File: config.mk
export PLATFORM = sky130hd
export DESIGN_NAME = nmea_sentence_framer_core
export DESIGN_NICKNAME = d
export VERILOG_FILES = /design/src/nsf_pkg.sv /design/src/nmea_sentence_framer_core.sv /design/src/nsf_tracker.sv
export SDC_FILE = /design/constraint.sdc
export NUM_CORES = 1
export LEC_CHECK = 0
export BUFFER_PORTS_ARGS = -buffer_cell sky130_fd_sc_hd__buf_4
export CELL_PAD_IN_SITES_DETAIL_PLACEMENT = 1
export CELL_PAD_IN_SITES_GLOBAL_PLACEMENT = 1
export CORE_MARGIN = 5
export CORE_UTILIZATION = 41
export CTS_CLUSTER_SIZE = 30
export DETAILED_ROUTE_END_ITERATION = 6
export PLACE_DENSITY_LB_ADDON = 0.1
export SYNTH_ARGS = -nofsm -noshare
export SYNTH_HDL_FRONTEND = slang
export SYNTH_SLANG_ARGS = --single-unit
export TNS_END_PERCENT = 10
File: constraint.sdc
create_clock -name i_clk -period 2.9 [get_ports i_clk]
set_input_delay 0.29 -clock i_clk [delete_from_list [all_inputs] [get_ports i_clk]]
set_output_delay 0.29 -clock i_clk [all_outputs]
set_load 0.1 [all_outputs]
File: src/nsf_pkg.sv
// Shared types, byte codes and decode functions for the NMEA sentence framer.
package nsf_pkg;

    // Longest sentence in bytes; a byte arriving at this position is dropped
    localparam int MAX_SENTENCE = 128;
    localparam int POS_W        = 8;

    // Framing byte codes
    localparam logic [7:0] CH_DOLLAR = 8'h24;
    localparam logic [7:0] CH_BANG   = 8'h21;
    localparam logic [7:0] CH_COMMA  = 8'h2C;
    localparam logic [7:0] CH_STAR   = 8'h2A;
    localparam logic [7:0] CH_CR     = 8'h0D;
    localparam logic [7:0] CH_LF     = 8'h0A;
    localparam logic [7:0] CH_TILDE  = 8'h7E;
    localparam logic [7:0] CH_SPACE  = 8'h20;

    typedef enum logic [2:0] {
        ST_OK        = 3'd0,
        ST_MALFORMED = 3'd1,
        ST_BAD_CSUM  = 3'd2,
        ST_BAD_TOL   = 3'd3,
        ST_OVERLEN   = 3'd4
    } t_status;

    typedef enum logic [3:0] {
        KIND_NONE = 4'd0,
        KIND_GGA  = 4'd1,
        KIND_VTG  = 4'd2,
        KIND_GLL  = 4'd3,
        KIND_GSA  = 4'd4,
        KIND_GSV  = 4'd5,
        KIND_ZDA  = 4'd6,
        KIND_HDT  = 4'd7,
        KIND_ROT  = 4'd8
    } t_kind;

    typedef struct packed {
        logic       nonprintable_seen;
        logic [6:0] first_field_offset;
        logic [7:0] received_checksum;
        logic [7:0] computed_checksum;
        logic       checksum_present;
        t_kind      sentence_kind;
        logic [7:0] sentence_length;
        t_status    status;
    } t_result;

    // Value of one ASCII hex digit; anything else reads as zero
    function automatic logic [3:0] hex_digit(input logic [7:0] b);
        logic [3:0] d;
        d = 4'd0;
        if (b >= 8'h30 && b <= 8'h39) d = b[3:0];
        else if ((b >= 8'h41 && b <= 8'h46) || (b >= 8'h61 && b <= 8'h66))
            d = 4'(b[3:0] + 4'd9);
        return d;
    endfunction

    // Sentence kind from the three letters before the first comma
    function automatic t_kind kind_of_header(input logic        has_comma,
                                             input logic [23:0] hdr);
        t_kind k;
        k = KIND_NONE;
        if (has_comma) begin
            case (hdr)
                24'h474741: k = KIND_GGA;
                24'h565447: k = KIND_VTG;
                24'h474C4C: k = KIND_GLL;
                24'h475341: k = KIND_GSA;
                24'h475356: k = KIND_GSV;
                24'h5A4441: k = KIND_ZDA;
                24'h484454: k = KIND_HDT;
                24'h524F54: k = KIND_ROT;
                default:    k = KIND_NONE;
            endcase
        end
        return k;
    endfunction

endpackage

File: src/nmea_sentence_framer_core.sv
// Top level of the NMEA 0183 sentence framer: stream ports, config and result register.
//
// Usage: received bytes enter one per word on the slave stream (s_*). Every
// sentence opens with '$' or '!', ends with CR and one more byte (LF when well
// formed); that closing byte yields one result word on the master stream
// (m_*) carrying status and kind in tuser and the sentence figures in tdata.
// Once a sentence holds MAX_SENTENCE bytes, the next byte is dropped with an
// overlength result and the framer restarts with the byte after it. Other
// bytes give no result.
// The result word is registered and appears in the cycle after the closing byte is taken.
// Throughput: one byte per cycle; the single result register keeps taking
// bytes while a result drains, and stalls input only when a result is held
// and the receiver is not ready in the same cycle.
// Reset (synchronous, active low) clears all framing state, the result valid
// flag and the accept_bad_checksum register (checksum mismatch rejected).
// Write accept_bad_checksum through i_cfg_wen / i_cfg_wdata only while no
// sentence is in flight.
module nmea_sentence_framer_core (
    input  logic        i_clk,
    input  logic        i_rst_n,
    input  logic        i_cfg_wen,
    input  logic        i_cfg_wdata,        // accept_bad_checksum
    input  logic        s_tvalid,
    output logic        s_tready,
    input  logic [7:0]  s_tdata,            // [7:0] rx_byte
    output logic        m_tvalid,
    input  logic        m_tready,
    output logic [39:0] m_tdata,            // [7:0] sentence_length, [8] checksum_present,
                                            // [16:9] computed_checksum,
                                            // [24:17] received_checksum,
                                            // [31:25] first_field_offset,
                                            // [32] nonprintable_seen, [39:33] zero
    output logic [6:0]  m_tuser             // [2:0] status, [6:3] sentence_kind
);
    import nsf_pkg::*;

    logic    r_accept_bad;
    logic    r_out_valid;
    t_result r_out;
    logic    accept;
    logic    emit;
    t_result result;

    // Take a byte when the result register is free or draining
    assign s_tready = !r_out_valid || m_tready;
    assign accept   = s_tvalid && s_tready;

    // Hold the checksum tolerance setting
    always_ff @(posedge i_clk) begin
        if (!i_rst_n) begin
            r_accept_bad <= 1'b0;
        end else if (i_cfg_wen) begin
            r_accept_bad <= i_cfg_wdata;
        end
    end

    nsf_tracker u_tracker (
        .i_clk        (i_clk),
        .i_rst_n      (i_rst_n),
        .i_accept     (accept),
        .i_rx_byte    (s_tdata),
        .i_accept_bad (r_accept_bad),
        .o_emit       (emit),
        .o_result     (result)
    );

    // Load a new result word or drop the one just taken
    always_ff @(posedge i_clk) begin
        if (!i_rst_n) begin
            r_out_valid <= 1'b0;
        end else if (accept && emit) begin
            r_out_valid <= 1'b1;
        end else if (m_tready) begin
            r_out_valid <= 1'b0;
        end
    end

    always_ff @(posedge i_clk) begin
        if (accept && emit) begin
            r_out <= result;
        end
    end

    assign m_tvalid = r_out_valid;
    assign m_tuser  = {r_out.sentence_kind, r_out.status};
    assign m_tdata  = {7'd0, r_out.nonprintable_seen, r_out.first_field_offset,
                       r_out.received_checksum, r_out.computed_checksum,
                       r_out.checksum_present, r_out.sentence_length};

    // Result register empties on reset
    assert property (@(posedge i_clk) !i_rst_n |=> !m_tvalid)
        else $error("result valid after reset");

    // Input is never stalled while the result register is empty
    assert property (@(posedge i_clk) disable iff (!i_rst_n) !m_tvalid |-> s_tready)
        else $error("input stalled with empty result register");

    // Overlength results carry the maximum length and no kind
    assert property (@(posedge i_clk) disable iff (!i_rst_n)
        (m_tvalid && r_out.status == ST_OVERLEN) |->
        (r_out.sentence_length == 8'(MAX_SENTENCE) && r_out.sentence_kind == KIND_NONE))
        else $error("bad overlength result");

    // An ok sentence with a checksum has matching sums
    assert property (@(posedge i_clk) disable iff (!i_rst_n)
        (m_tvalid && r_out.status == ST_OK && r_out.checksum_present) |->
        (r_out.computed_checksum == r_out.received_checksum))
        else $error("ok status with checksum mismatch");

    // Tolerated mismatch appears only with the setting on
    assert property (@(posedge i_clk) disable iff (!i_rst_n)
        (accept && emit && result.status == ST_BAD_TOL) |-> r_accept_bad)
        else $error("tolerated mismatch without setting");

endmodule

File: src/nsf_tracker.sv
// Per-sentence framing state: position, XOR, comma and star tracking, result build.
module nsf_tracker (
    input  logic           i_clk,
    input  logic           i_rst_n,
    input  logic           i_accept,
    input  logic [7:0]     i_rx_byte,
    input  logic           i_accept_bad,
    output logic           o_emit,
    output nsf_pkg::t_result o_result
);
    import nsf_pkg::*;

    logic [POS_W-1:0] r_pos,       n_pos;
    logic [7:0]       r_xor,       n_xor;
    logic [6:0]       r_comma,     n_comma;
    logic [6:0]       r_star_pos,  n_star_pos;
    logic             r_star_seen, n_star_seen;
    logic             r_cr_seen,   n_cr_seen;
    logic             r_start_bad, n_start_bad;
    logic [7:0]       r_rx_hex,    n_rx_hex;
    logic [23:0]      r_hdr,       n_hdr;
    logic             r_nonprint,  n_nonprint;

    logic [7:0]       hex_val;
    logic [7:0]       star_ext;
    logic             restart;
    logic             malformed;
    t_result          res;

    assign star_ext = {1'b0, r_star_pos};

    // Next state and result for the incoming word
    always_comb begin
        n_pos       = r_pos;
        n_xor       = r_xor;
        n_comma     = r_comma;
        n_star_pos  = r_star_pos;
        n_star_seen = r_star_seen;
        n_cr_seen   = r_cr_seen;
        n_start_bad = r_start_bad;
        n_hdr       = r_hdr;
        n_nonprint  = r_nonprint;
        restart     = 1'b0;
        malformed   = 1'b0;
        o_emit      = 1'b0;

        // Capture checksum digits after the star
        hex_val = r_rx_hex;
        if (r_star_seen) begin
            if (r_pos == 8'(star_ext + 8'd1))
                hex_val = {hex_digit(i_rx_byte), 4'd0};
            else if (r_pos == 8'(star_ext + 8'd2))
                hex_val = r_rx_hex | {4'd0, hex_digit(i_rx_byte)};
        end
        n_rx_hex = hex_val;

        res.status             = ST_OK;
        res.sentence_length    = 8'(r_pos + 8'd1);
        res.sentence_kind      = kind_of_header(r_comma != 7'd0, r_hdr);
        res.checksum_present   = r_star_seen;
        res.computed_checksum  = r_xor;
        res.received_checksum  = hex_val;
        res.first_field_offset = r_comma;
        res.nonprintable_seen  = r_nonprint;

        if (r_pos >= POS_W'(MAX_SENTENCE)) begin
            // Overlength: drop the word, report and restart
            o_emit              = 1'b1;
            restart             = 1'b1;
            res.status          = ST_OVERLEN;
            res.sentence_length = 8'(MAX_SENTENCE);
            res.sentence_kind   = KIND_NONE;
            res.received_checksum = r_rx_hex;
        end else if (r_cr_seen) begin
            // Word after CR closes the sentence
            o_emit    = 1'b1;
            restart   = 1'b1;
            malformed = r_start_bad || (i_rx_byte != CH_LF) ||
                        (r_star_seen && (8'(star_ext + 8'd4) != r_pos));
            if (malformed)
                res.status = ST_MALFORMED;
            else if (r_star_seen && (r_xor != hex_val))
                res.status = i_accept_bad ? ST_BAD_TOL : ST_BAD_CSUM;
        end else begin
            if (r_pos != '0 && !r_star_seen && i_rx_byte != CH_STAR)
                n_xor = r_xor ^ i_rx_byte;

            case (i_rx_byte) inside
                CH_DOLLAR, CH_BANG: begin
                    if (r_pos != '0) n_start_bad = 1'b1;
                end
                CH_COMMA: begin
                    if (r_pos == '0) n_start_bad = 1'b1;
                    else if (r_comma == 7'd0) n_comma = r_pos[6:0];
                end
                CH_STAR: begin
                    if (r_pos == '0) n_start_bad = 1'b1;
                    n_star_pos  = r_pos[6:0];
                    n_star_seen = 1'b1;
                    n_rx_hex    = 8'd0;
                end
                CH_CR: begin
                    if (r_pos == '0) n_start_bad = 1'b1;
                    n_cr_seen = 1'b1;
                end
                default: begin
                    if (r_pos == '0) n_start_bad = 1'b1;
                    if (i_rx_byte < CH_SPACE || i_rx_byte > CH_TILDE) n_nonprint = 1'b1;
                end
            endcase

            // Shift header letters until the first comma is recorded
            if (r_pos != '0 && n_comma == 7'd0)
                n_hdr = {r_hdr[15:0], i_rx_byte};

            n_pos = POS_W'(r_pos + 1'b1);
        end
        o_result = res;
    end

    // Advance state on each accepted word
    always_ff @(posedge i_clk) begin
        if (!i_rst_n || (i_accept && restart)) begin
            r_pos       <= '0;
            r_xor       <= '0;
            r_comma     <= '0;
            r_star_pos  <= '0;
            r_star_seen <= 1'b0;
            r_cr_seen   <= 1'b0;
            r_start_bad <= 1'b0;
            r_rx_hex    <= '0;
            r_hdr       <= '0;
            r_nonprint  <= 1'b0;
        end else if (i_accept) begin
            r_pos       <= n_pos;
            r_xor       <= n_xor;
            r_comma     <= n_comma;
            r_star_pos  <= n_star_pos;
            r_star_seen <= n_star_seen;
            r_cr_seen   <= n_cr_seen;
            r_start_bad <= n_start_bad;
            r_rx_hex    <= n_rx_hex;
            r_hdr       <= n_hdr;
            r_nonprint  <= n_nonprint;
        end
    end

endmodule

# ---- Word level (Yosys, flattened, before mapping)
# Cells that the tools add are included.
dict set report word_totals {
  elab_cells 140
  input_bits 14
  output_inout_bits 49
  register_bits 108
}
dict set report classes {
  n_bitwise 10
  reduce_logical 37
  addsub 5
  magnitude_cmp 9
  n_mux 37
  eq_ne 20
}
# cell n
set op_table {}
lappend op_table {{$eq 24x23->1 const B} 8}
lappend op_table {{$mux 8} 9}
lappend op_table {{$mux 7} 6}
lappend op_table {{$eq 8x6->1 const B} 4}
lappend op_table {{$pmux 4 s8} 1}
lappend op_table {{$mux 4} 5}
lappend op_table {{$eq 8x8->1} 2}
lappend op_table {{$ge 8x7->1 const B} 2}
lappend op_table {{$le 8x7->1 const B} 2}
lappend op_table {{$ne 8x8->1} 2}
lappend op_table {{$logic_not 7->1} 2}
lappend op_table {{$mux 1} 13}
lappend op_table {{$logic_and 1x1->1} 10}
lappend op_table {{$mux 3} 3}
lappend op_table {{$add 7x1->8 const B} 1}
lappend op_table {{$add 7x2->8 const B} 1}
lappend op_table {{$add 7x3->8 const B} 1}
lappend op_table {{$add 8x1->8 const B} 1}
lappend op_table {{$eq 8x4->1 const B} 1}
lappend op_table {{$ge 8x6->1 const B} 1}
lappend op_table {{$ge 8x8->1 const B} 1}
lappend op_table {{$gt 8x7->1 const B} 1}
lappend op_table {{$le 8x6->1 const B} 1}
lappend op_table {{$logic_not 8->1} 1}
lappend op_table {{other kinds (21)} 39}

# ---- Depth between registers and ports, before layout
# Gate-level depths: netlist of the first run.
dict set report logic_depth {
  ltp_word 17
  depth_mapped 11
  ltp_nobuf 11
}

# ---- By module
# A second synthesis of the first run with hierarchy kept.
dict set report hier_totals {
  cells_unflattened 576
  area_unflattened_um2 5520.3
}
# module cells_per_inst seq_area_each_um2 area_each_um2 instances
set modules_own_cells {}
lappend modules_own_cells {nsf_tracker 519 1321.3 4155.2 1}
lappend modules_own_cells {nmea_sentence_framer_core 57 1241.2 1365.1 1}

# ---- Worst setup path after synthesis of the first run
# OpenSTA, ideal clock, no wires.
dict set report synth_path {
  path_kind {register to register}
  from {register r_out_valid, in the netlist m_tvalid}
  to {register r_out, in the netlist m_tdata[0] (enable)}
  path_slack_ps -1239
  n_path_buf 1
  required_ps 2463
  arrival_ps 3702
  period_less_slack_ps 4139
  path_stages_with_launch 5
  setup_time_ps 437
  path_cell_list {dfxtp_1 -> nand2b_1 -> nand2_1 -> clkbuf_1 -> nor2_1}
}
dict set report synth_between {
  elab_chain_len 4
}
# element line
set synth_lines {}
lappend synth_lines {{start: declaration} nmea_sentence_framer_core.sv:38} ;# logic r_out_valid;
lappend synth_lines {{start signal: assignment} nmea_sentence_framer_core.sv:70} ;# r_out_valid <= 1'b0;
lappend synth_lines {{start signal: assignment} nmea_sentence_framer_core.sv:72} ;# r_out_valid <= 1'b1;
lappend synth_lines {{start signal: assignment} nmea_sentence_framer_core.sv:74} ;# r_out_valid <= 1'b0;
lappend synth_lines {{$logic_not 1->1} nmea_sentence_framer_core.sv:45} ;# assign s_tready = !r_out_valid || m_tready;
lappend synth_lines {{$logic_or 1x1->1} nmea_sentence_framer_core.sv:45}
lappend synth_lines {{net s_tready} nmea_sentence_framer_core.sv:24} ;# output logic s_tready,
lappend synth_lines {{$logic_and 1x1->1} nmea_sentence_framer_core.sv:46} ;# assign accept = s_tvalid && s_tready;
lappend synth_lines {{$logic_and 1x1->1} nmea_sentence_framer_core.sv:79} ;# if (accept && emit) begin
lappend synth_lines {{end signal: assignment} nmea_sentence_framer_core.sv:80} ;# r_out <= result;
lappend synth_lines {{end: declaration} nmea_sentence_framer_core.sv:39} ;# t_result r_out;
# The timed path passes the listed nets, and every way through them passes these cells.
# A chain may end at the register's enable or synchronous reset.

# ---- Final worst setup path of the first run
dict set report layout_path {
  from {register u_tracker.r_star_pos[1]}
  to {register r_out, in the netlist m_tuser[0] (data pin)}
}
dict set report layout_between {
  elab_chain_len 9
  word_cells_on_any_way 15
  classes_between {add/sub (3); eq/ne (4); mux (5); reduce/logical (3)}
}
# element line
set layout_lines {}
lappend layout_lines {{start: declaration} nsf_tracker.sv:16} ;# logic [6:0] r_star_pos, n_star_pos;
lappend layout_lines {{start signal: assignment} nsf_tracker.sv:138} ;# r_star_pos <= n_star_pos;
lappend layout_lines {{$add 7x2->8} nsf_tracker.sv:52} ;# else if (r_pos == 8'(star_ext + 8'd2))
lappend layout_lines {{$eq 8x8->1} nsf_tracker.sv:52}
lappend layout_lines {{$mux 8} nsf_tracker.sv:52}
lappend layout_lines {{$mux 8} nsf_tracker.sv:50} ;# if (r_pos == 8'(star_ext + 8'd1))
lappend layout_lines {{$mux 8} nsf_tracker.sv:49} ;# if (r_star_seen) begin
lappend layout_lines {{$ne 8x8->1} nsf_tracker.sv:82} ;# else if (r_star_seen && (r_xor != hex_val))
lappend layout_lines {{$logic_and 1x1->1} nsf_tracker.sv:82}
lappend layout_lines {{$mux 3} nsf_tracker.sv:82}
lappend layout_lines {{$mux 3 (*)} nsf_tracker.sv:80} ;# if (malformed)
# Every way passes the cells marked *; elsewhere a longest branch is shown, timed or not.

==> results.md, run 1 <==
- All-Layer GR Usage: between 15 and 20%
- Bufs and invs on worst path: 1
- Worst setup EP type: flop
- Antenna violations before repair: 0
- Core Box Area: 0.0132 mm2
- Crit-path max cell delay: 0.45 ns
- Top cell type's share of synthesized area: 24.6%
- Post-CTS setup buffer count: 0
- Area contributors post-synth: dfxtp_1, edfxtp_1, nor2_1, mux2i_1, xnor2_1
- Die area: between 0.015 and 0.02 mm2
- First-pass GRT wire length: 23,400 um
- Most frequent cells in the layout: nor2_1, buf_4, dfxtp_1, nand2_1, edfxtp_1
- Placed instance area: approximately 0.0062 mm2
- Crit start category: flop
- Post-route cell area: ~0.0065 mm2
- N_diodes: 0
- WHS: 0.204 ns
- # clock sinks: approximately 110
- Footprint of the multi-input gates: 0.00276 mm2
- DP Worst Slack: around 0.0085 ns
- Root buf cell: clkbuf_16
- RSZ-0062 raised after global routing: true
- Starting Density: 41.8%
- Routed vias/inst: roughly 5.3
- Final Worst Setup Slack: 0.0908 ns
- WS Path Type: reg -> reg
- WP data arrival: slightly below 3 ns
- Dominant cell type by area after synthesis: dfxtp_1
- Top delay family on crit path: compound AO/OA/AOI/OAI gates
- Pwr Density: 490 mW/mm2
- Starting DRT DRC Count: approximately 250
- Synth Area per Inst: approximately 9.8 um2
- Worst hold path class: in -> reg
- Leakage power: approximately 2.4 nW
- Share of layout cells above drive strength 1: about a fifth
- Status: finished clean
- FP Rows: 42
- HPWL after detailed placement: around 11,000 um
- Final setup viols: 0
- Worst-Skew Late Latency: 0.36 ns
- DRC Markers: 0
- YS warnings: 0
- Die height: 126 um
- Max Fclk: ~360 MHz
- Ports: 63
- Yosys reg bits: around 110
- Slowest cell on crit path: o21ai_0
- Routability cong.: ~0.89
- CP cell instances: buf_4, ha_1, o31a_1, o21ai_0, nand3_4, o21a_1, nor4_2, and4_4, o21ai_2
- DR WL/cell: 17.8 um
- Worst-path clk slew: ~0.07 ns
- 1st-pass router iterations: 4
- IO Port Bufs: 55
- Clock buffer depth: 2
- Fin Clk Skew: 0.00783 ns
- Final min period: roughly 2.8 ns
- CTS tree: built
- Max-capacitance violation count: 0
- Register area share after synthesis: 46.3%
- Max-slew violations: 0
- Worst Path Max Fanout: 11
- Via count: 4,291
- Post-synth cell types: 81
- Final Hold Vio Count: 0
- Nets: between 600 and 700
- Largest net degree at the start of global routing: 38
- Vias in the first global route: 4,464
- Worst endpoint required time: 3.01 ns
- Synth async-reset ratio: 0%
- Max_slew headroom: a little over half
- Worst Max-Slew Pin Slew: roughly 0.7 ns
- Tcrit/Tclk final: a little over nine tenths
- Post-Syn Instances: roughly 570
- FF+latch area: 0.00256 mm2
- VDD IR max: between 300 and 400 uV
- TritonCTS buffer count: 9
- Post-synth EDFFs: 40
- Syn Std Cell Area: around 0.0055 mm2
- H-tree Lvls: 3
- Fillers: 1,515
- Final setup TNS: 0 ns
- Drt total wl: ~14,000 um
- Gr ovfl total: 0
- Antenna-violating nets left: 0
- Post-synth top flop: dfxtp_1
- Most common cell after layout, fill and taps aside: nor2_1
- Area growth from synthesis to layout: 17.8%
- Die Wd: 126 um
## what timing repair did
| action | CTS | global route |
|---|---|---|
| gates resized for setup | 0 | 2 |
| hold buffers | 0 | 0 |
| endpoints found under the setup margin | 0 | 6 |
## cell usage after synthesis (all sizes together) (8+ instances only)
library cell    n
a21oi          16
a22oi           8
and2           10
buf            19
clkbuf         19
dfxtp          68
edfxtp         40
ha              9
inv            10
mux2i          35
nand2          45
nand3          15
nor2          102
nor2b           8
nor3            9
o21ai          22
xnor2          23
xor2           16
## logic make-up after synthesis
family / after synthesis / share of synthesized area [%]
other: 1 / 0.0678
adder cells (fa/ha/maj): 9 / 2.04
XOR/XNOR: 39 / 6.45
flip-flops: 108 / 46.3
buffers and inverters: 48 / 4.88
AND/OR/NAND/NOR: 241 / 22.1
AO/OA/AOI/OAI: 82 / 11.2
multiplexers: 38 / 6.94
## state kept, by name (all words and copies together), names as in the netlist
name                   count
m_tdata                   33
m_tuser                    7
m_tvalid                   1
r_accept_bad               1
u_tracker.r_comma          7
u_tracker.r_cr_seen        1
u_tracker.r_hdr           24
u_tracker.r_nonprint       1
u_tracker.r_pos            8
u_tracker.r_rx_hex         8
u_tracker.r_star_pos       7
u_tracker.r_star_seen      1
u_tracker.r_start_bad      1
u_tracker.r_xor            8
## worst reg2reg max path: cells and delay by family, from the launching register on
family,cells,cell delay (ns)
adder cells (fa/ha/maj),1,0.25
AND/OR/NAND/NOR,3,0.75
flip-flops,1,0.33
buffers and inverters,1,0.16
AO/OA/AOI/OAI,4,1.08
## cell type report
type,instances,area share (%)
well taps,176,3.38
flip-flops and latches,108,39.3
repair buffers,79,9.68
clock inverters,2,0.192
clock buffers,14,4.55
multi-input cells,416,42.3
inverters,10,0.576
## metrics by stage
| stage | utilization, % | std cells | power [mW] |
|---|---|---|---|
| global route | 49.2 | 805 | 3.33 |
| finish | 49.2 | 805 | 3.19 |
| CTS | 49.1 | 805 | 3.23 |
| floorplan | - | 572 | 1.87 |
| global placement | 46.8 | 789 | 1.95 |
| detailed placement | 46.8 | 789 | 1.96 |
## metal layers
layer / up-vias / GRT usage, % / wire length [um]
met4: 0 / 4.29 / 136
met5: - / 0 / 0
met3: 13 / 4.36 / 575
met1: 2132 / 23.2 / 6320
met2: 78 / 31.9 / 7270
li1: 2068 / - / -
## power by group
group	internal (mW)	leakage [nW]	switching (mW)	total, mW
Combinational	0.121	1.33	0.190	0.311
Sequential	1.59	0.920	0.0283	1.62
Clock	0.713	0.154	0.551	1.26
## worst paths after layout
path | startpoint | endpoint | slack, ns | cells past startpoint
hold reg to reg | u_tracker.r_comma[5] | m_tdata[30] | 0.46 | 0
hold / removal | i_cfg_wdata | r_accept_bad | 0.20 | 3
setup reg to reg | u_tracker.r_star_pos[1] | m_tuser[0] | 0.09 | 9
setup / recovery | u_tracker.r_star_pos[1] | m_tuser[0] | 0.09 | 9
(Power assumes the default switching activity.)
==> inputs of run 2 (changes only) <==
CORE_MARGIN = 3   (was 5)
TNS_END_PERCENT = 5   (was 10)
==> results.md, run 2 (same netlist as run 1, synthesis figures left out) <==
- Status: finished clean
- Tcrit/Tclk final: between 90% and 100%
- All-Layer GR Usage: just over 20%
- TritonCTS buffer count: 9
- Combinational share of power: under 10%
- Largest net degree at the start of global routing: 36
- Most common cell after layout, fill and taps aside: nor2_1
- Antenna-violating nets left: 0
- Routability cong.: between 0.9 and 1
- Cell-internal power: roughly 2.4 mW
- Worst-Skew Late Latency: about 0.36 ns
- WP data arrival: ~2.8 ns
- HPWL after detailed placement: approximately 11,000 um
- Crit-path max cell delay: around 0.45 ns
- Max-capacitance violation count: 0
- Via count: between 4,000 and 5,000
- Die Wd: roughly 120 um
- Worst-path clk slew: 0.07 ns
- Crit path launch: u_tracker.r_star_pos[2]
- CTS tree: built
- Vias in the first global route: between 4,000 and 5,000
- CP cell instances: ha_1, nand3_1, o21ai_1, a2111oi_4, nand3_4, o21a_1, nor4_2, and4_4, o21ai_2
- VDD IR max: just under 400 uV
- IO Port Bufs: 55
- Drt total wl: ~14,000 um
- Share of layout cells above drive strength 1: between 20 and 25%
- Gr ovfl total: 0
- Ports: between 60 and 70
- FP Rows: just over 40
- Sw Ratio: about a quarter
- Most frequent cells in the layout: nor2_1, buf_4, dfxtp_1, nand2_1, edfxtp_1
- First-pass GRT wire length: roughly 23,000 um
- Nets: between 600 and 700
- Cell count of the worst reg-to-reg path: 9
- Final setup viols: 0
- Clk pwr share: about two fifths
- Flop pwr share: 50.6%
- Core Box Area: about 0.013 mm2
- Final min period: around 2.7 ns
- WHS: 0.194 ns
- Crit start category: flop
- Leakage power: roughly 2.4 nW
- H-tree Lvls: 3
- Worst Path Max Fanout: 12
- Pwr Density: just under 500 mW/mm2
- Reg-to-Reg End: m_tuser[0]
- WP depth: 9
- Max-slew violations: 0
- Routed vias/inst: 5.30
- CP endpoint: m_tuser[0]
- Top delay family on crit path: simple AND/OR/NAND/NOR gates
- Max Fclk: 373 MHz
- Die height: roughly 120 um
- 1st-pass router iterations: 4
- WS Path Type: reg -> reg
- Slowest cell on crit path: a2111oi_4
- Max_slew headroom: a little under two thirds
- Post-CTS setup buffer count: 0
- Final setup TNS: 0 ns
- Fin Clk Skew: between 0.005 and 0.006 ns
- Area growth from synthesis to layout: 17.9%
- Worst hold path class: in -> reg
- DRC Markers: 0
- N_diodes: 0
- Clock buffer depth: 2
- Worst Max-Slew Pin Slew: roughly 0.54 ns
- Starting Density: about 43%
- # clock sinks: roughly 110
- Reg2reg setup slack: approximately 0.22 ns
- Die area: about 0.015 mm2
- DR WL/cell: about 18 um
- Bufs and invs on worst path: 0
- Antenna violations before repair: 0
- Final Hold Vio Count: 0
- RSZ-0062 raised after global routing: false
- Worst setup EP type: flop
- Worst endpoint required time: a little over 3 ns
- Number of flip-flops in the largest register: 33
- Net Switching: between 0.7 and 0.8 mW
- Launching point of the worst reg2reg path: u_tracker.r_star_pos[2]
- Root buf cell: clkbuf_16
- Final core utilization: 50.4%
- Starting DRT DRC Count: between 200 and 250
## run 2: final cells by class
type | count | area [um2]
fill | 1499 | 6410
sequential | 108 | 2560
multi-input combinational | 416 | 2770
inverter | 10 | 37.5
clock inverter | 3 | 43.8
clock buffer | 13 | 260
timing repair buffer | 84 | 631
tap | 172 | 215
## run 2: layer usage
layer | routed length, um | vias up | global-route usage (%)
met5 | 0 | - | 0
met4 | 178 | 0 | 4.90
met3 | 595 | 15 | 4.97
met2 | 6750 | 67 | 33.0
met1 | 6680 | 2103 | 26.9
li1 | - | 2089 | -
## run 2: how the worst min path moves through the flow
stage	depth (start not counted)	from	slack (ns)	endpoint
final	3	i_cfg_wdata	0.19	r_accept_bad
after global placement	0	u_tracker.r_comma[4]	0.45	m_tdata[29]
after global routing	3	i_cfg_wdata	0.19	r_accept_bad
after detailed placement	0	u_tracker.r_comma[4]	0.44	m_tdata[29]
after CTS	3	i_cfg_wdata	0.18	r_accept_bad
after floorplan	0	u_tracker.r_star_seen	0.41	m_tdata[8]
## run 2: worst min-delay path: stages
cell and delay, ns:
buf_4 0.08, mux2i_1 0.05, nor2b_1 0.09
## run 2: power by group through the flow
stage,clock [mW],sequential (mW),combinational (mW)
final,1.27,1.61,0.306
after global routing,1.37,1.62,0.335
after CTS,1.31,1.61,0.309
after detailed placement,0,1.65,0.307
after global placement,0,1.65,0.300
after floorplan,0,1.64,0.232
## run 2: what timing repair did
| item | CTS | global route |
|---|---|---|
| setup endpoints to repair | 0 | 6 |
| resized for setup | 0 | 5 |
| hold buffers | 0 | 0 |
## run 2: per-stage QoR
stage / cell area (um2) / setup slack (ns) / power (mW) / std cells
after floorplan: 5570 / 0.135 / 1.87 / 572
after global placement: 6190 / 0.127 / 1.95 / 790
after detailed placement: 6190 / 0.0283 / 1.96 / 790
after CTS: 6500 / 0.0811 / 3.23 / 806
after global routing: 6520 / 0.0107 / 3.32 / 806
final: 6520 / 0.217 / 3.19 / 806
==> inputs of run 3 (changes only) <==
ABC_AREA = 1   (was unset)
CORE_UTILIZATION = 39   (was 41)
==> results.md, run 3 <==
- Worst-Skew Late Latency: roughly 0.35 ns
- Synth Area per Inst: 7.62 um2
- Placed instance area: 0.00630 mm2
- IO Port Bufs: 55
- Fin Clk Skew: around 0.011 ns
- DR WL/cell: 16.7 um
- Number of flip-flops in the largest register: 33
- Tcrit/Tclk final: 89.9%
- Clock buffer depth: 2
- RSZ-0062 raised after global routing: false
- Top cell type's share of synthesized area: a little under a quarter
- Status: finished clean
- Power, Total: 3.43 mW
- Starting DRT DRC Count: roughly 310
- Antenna-violating nets left: 0
- VDD IR max: about 320 uV
- H-tree Lvls: 3
- Crit path launch: u_tracker.r_star_pos[2]
- All-Layer GR Usage: about 21%
- Crit start category: flop
- DRC Markers: 0
- Yosys reg bits: ~110
- Count leader, synth: nand2_1
- Worst hold path class: in -> reg
- FP Rows: between 40 and 50
- Final setup viols: 0
- Drt total wl: about 16,000 um
- YS warnings: 0
- Final Hold Vio Count: 0
- Routed vias/inst: between 5 and 6
- Synth cell count leaders: nand2_1, inv_1, dfxtp_1, nor2_1, o21ai_0
- Max-slew violations: 0
- CP cell instances: ha_2, nand2_1, inv_1, nand2_1, nand2_1, nand2_1, inv_1, nand3_2, nor2_4, inv_1, nand3_1, nand2_1, nor2_1, nand3_1, nand3_1, nand2_1
- Leakage power: 2.70 nW
- Post-synth cell types: 44
- Area growth from synthesis to layout: 16.7%
- Final setup TNS: 0 ns
- Launching point of the worst reg2reg path: u_tracker.r_star_pos[2]
- Worst endpoint required time: 3.01 ns
- 1st-pass router iterations: 4
- Gr ovfl total: 0
- Reg2reg setup slack: 0.29 ns
- Die area: between 0.015 and 0.02 mm2
- Cell count of the worst reg-to-reg path: 16
- Max_slew headroom: 59.0%
- Nets: 823
- Synth async-reset ratio: 0%
- Starting Density: 40.5%
- TritonCTS buffer count: 9
- Post-synth top flop: dfxtp_1
- Most frequent cells in the layout: nand2_1, inv_1, nor2_1, buf_4, dfxtp_1
- WP data arrival: 2.71 ns
- WS Path Type: reg -> reg
- Largest net degree at the start of global routing: just under 50
- CTS tree: built
- Area contributors post-synth: dfxtp_1, edfxtp_1, nand2_1, inv_1, o21ai_0
- Ports: 63
- Critical Path Most Common Cell: nand2_1
- Most common cell after layout, fill and taps aside: nand2_1
- Syn Std Cell Area: 0.00568 mm2
- Post-route cell area: 0.00663 mm2
- Core Box Area: about 0.014 mm2
- Crit-path max cell delay: between 0.4 and 0.5 ns
- Routability cong.: between 0.9 and 1
- Dominant cell type by area after synthesis: dfxtp_1
- Max-capacitance violation count: 0
- Post-synth EDFFs: 40
- # clock sinks: roughly 110
- Worst setup EP type: flop
- Final min period: roughly 2.6 ns
- Die Wd: 127 um
- Hold-fix buffers, CTS: 0
- Root buf cell: clkbuf_16
- Via count: 5,220
- CP endpoint: m_tuser[0]
- Slowest cell on crit path: dfxtp_2
- Reg-to-Reg End: m_tuser[0]
- Share of layout cells above drive strength 1: between 10% and 20%
- Max Fclk: between 300 and 400 MHz
- Worst Path Max Fanout: 12
- Post-Syn Instances: ~750
- First-pass GRT wire length: roughly 27,000 um
- Register area share after synthesis: between 40% and 50%
- Die height: 127 um
- Antenna violations before repair: 0
- Worst Max-Slew Pin Slew: between 0.6 and 0.7 ns
- Worst-path clk slew: roughly 0.080 ns
- Vias in the first global route: approximately 5,300
- Pwr Density: 517 mW/mm2
- N_diodes: 0
- HPWL after detailed placement: around 12,000 um
run 3: changes by cell type in the layout (fill, tap and decap cells not counted), sizes merged, moves of 17 or more:
| cell | previous run | this run |
|---|---|---|
| a21oi | 16 | 55 |
| buf | 84 | 67 |
| inv | 11 | 99 |
| mux2i | 35 | 0 |
| nand2 | 45 | 156 |
| nand3 | 15 | 55 |
| nor2 | 102 | 76 |
| nor3 | 9 | 26 |
| o21ai | 22 | 61 |
| xnor2 | 23 | 4 |
run 3: kinds of logic (layout without fill, tap and decap cells):
group / count (synthesis) / in the layout / share of synthesized area (%)
fa+ha+maj: 9 / 9 / 1.98
flops: 108 / 108 / 45.1
xor+xnor: 13 / 13 / 2.00
simple gates: 354 / 354 / 28.6
other cells: 1 / 7 / 0.0660
compound gates: 133 / 133 / 12.6
buf+inv: 128 / 181 / 9.71
run 3: how the worst min path moves through the flow:
stage          cells past startpoint      endpoint                  start  slack (ns)
2_1_floorplan                      1  r_accept_bad              i_cfg_wen        0.38
3_3_place_gp                       0    m_tdata[8]  u_tracker.r_star_seen        0.41
3_5_place_dp                       0    m_tdata[8]  u_tracker.r_star_seen        0.42
4_1_cts                            2  r_accept_bad              i_cfg_wen        0.11
5_1_grt                            2  r_accept_bad              i_cfg_wen        0.12
6_report                           2  r_accept_bad              i_cfg_wen        0.13
run 3: where the power goes:
part	switching, mW	total [mW]	internal [mW]	leakage, nW
Combinational	0.285	0.407	0.121	1.62
Clock	0.593	1.35	0.755	0.158
Sequential	0.0528	1.67	1.62	0.927
Total	0.931	3.43	2.50	2.70
run 3: cell type report:
cell class                      count  area, um2
Inverter                           98        370
Fill cell                        1791       7410
Multi-Input combinational cell    516       2630
Tap cell                          180        225
Clock inverter                      5       63.8
Sequential cell                   108       2570
Timing Repair Buffer               67        515
Clock buffer                       11        264
run 3: metal layers:
metal | vias to the layer above | track usage, % | share of wire (%)
met2 | 111 | 35.4 | 48
met3 | 14 | 2.91 | 4.6
met1 | 2528 | 27.1 | 46
li1 | 2567 | - | -
met4 | 0 | 6.62 | 0.99
met5 | - | 0 | 0
run 3: worst max-delay path: cells and delay by family (launching register included):
family,cells,cell delay (ns)
simple gates,12,1.27
fa+ha+maj,1,0.26
flops,1,0.41
buf+inv,3,0.42
run 3: timing repair:
item                       CTS  global route
setup buffers                0             0
gates resized for setup      0             4
setup endpoints to repair    0             2
run 3: through the flow:
| step | utilization [%] | cells | setup WS [ns] | hold WS [ns] |
|---|---|---|---|---|
| global route | 47.2 | 985 | 0.0480 | 0.116 |
| detailed placement | 44.8 | 969 | 0.206 | 0.422 |
| finish | 47.2 | 985 | 0.293 | 0.126 |
| floorplan | - | 752 | 0.224 | 0.383 |
| CTS | 47.2 | 985 | 0.168 | 0.114 |
| global placement | 44.8 | 969 | 0.312 | 0.412 |
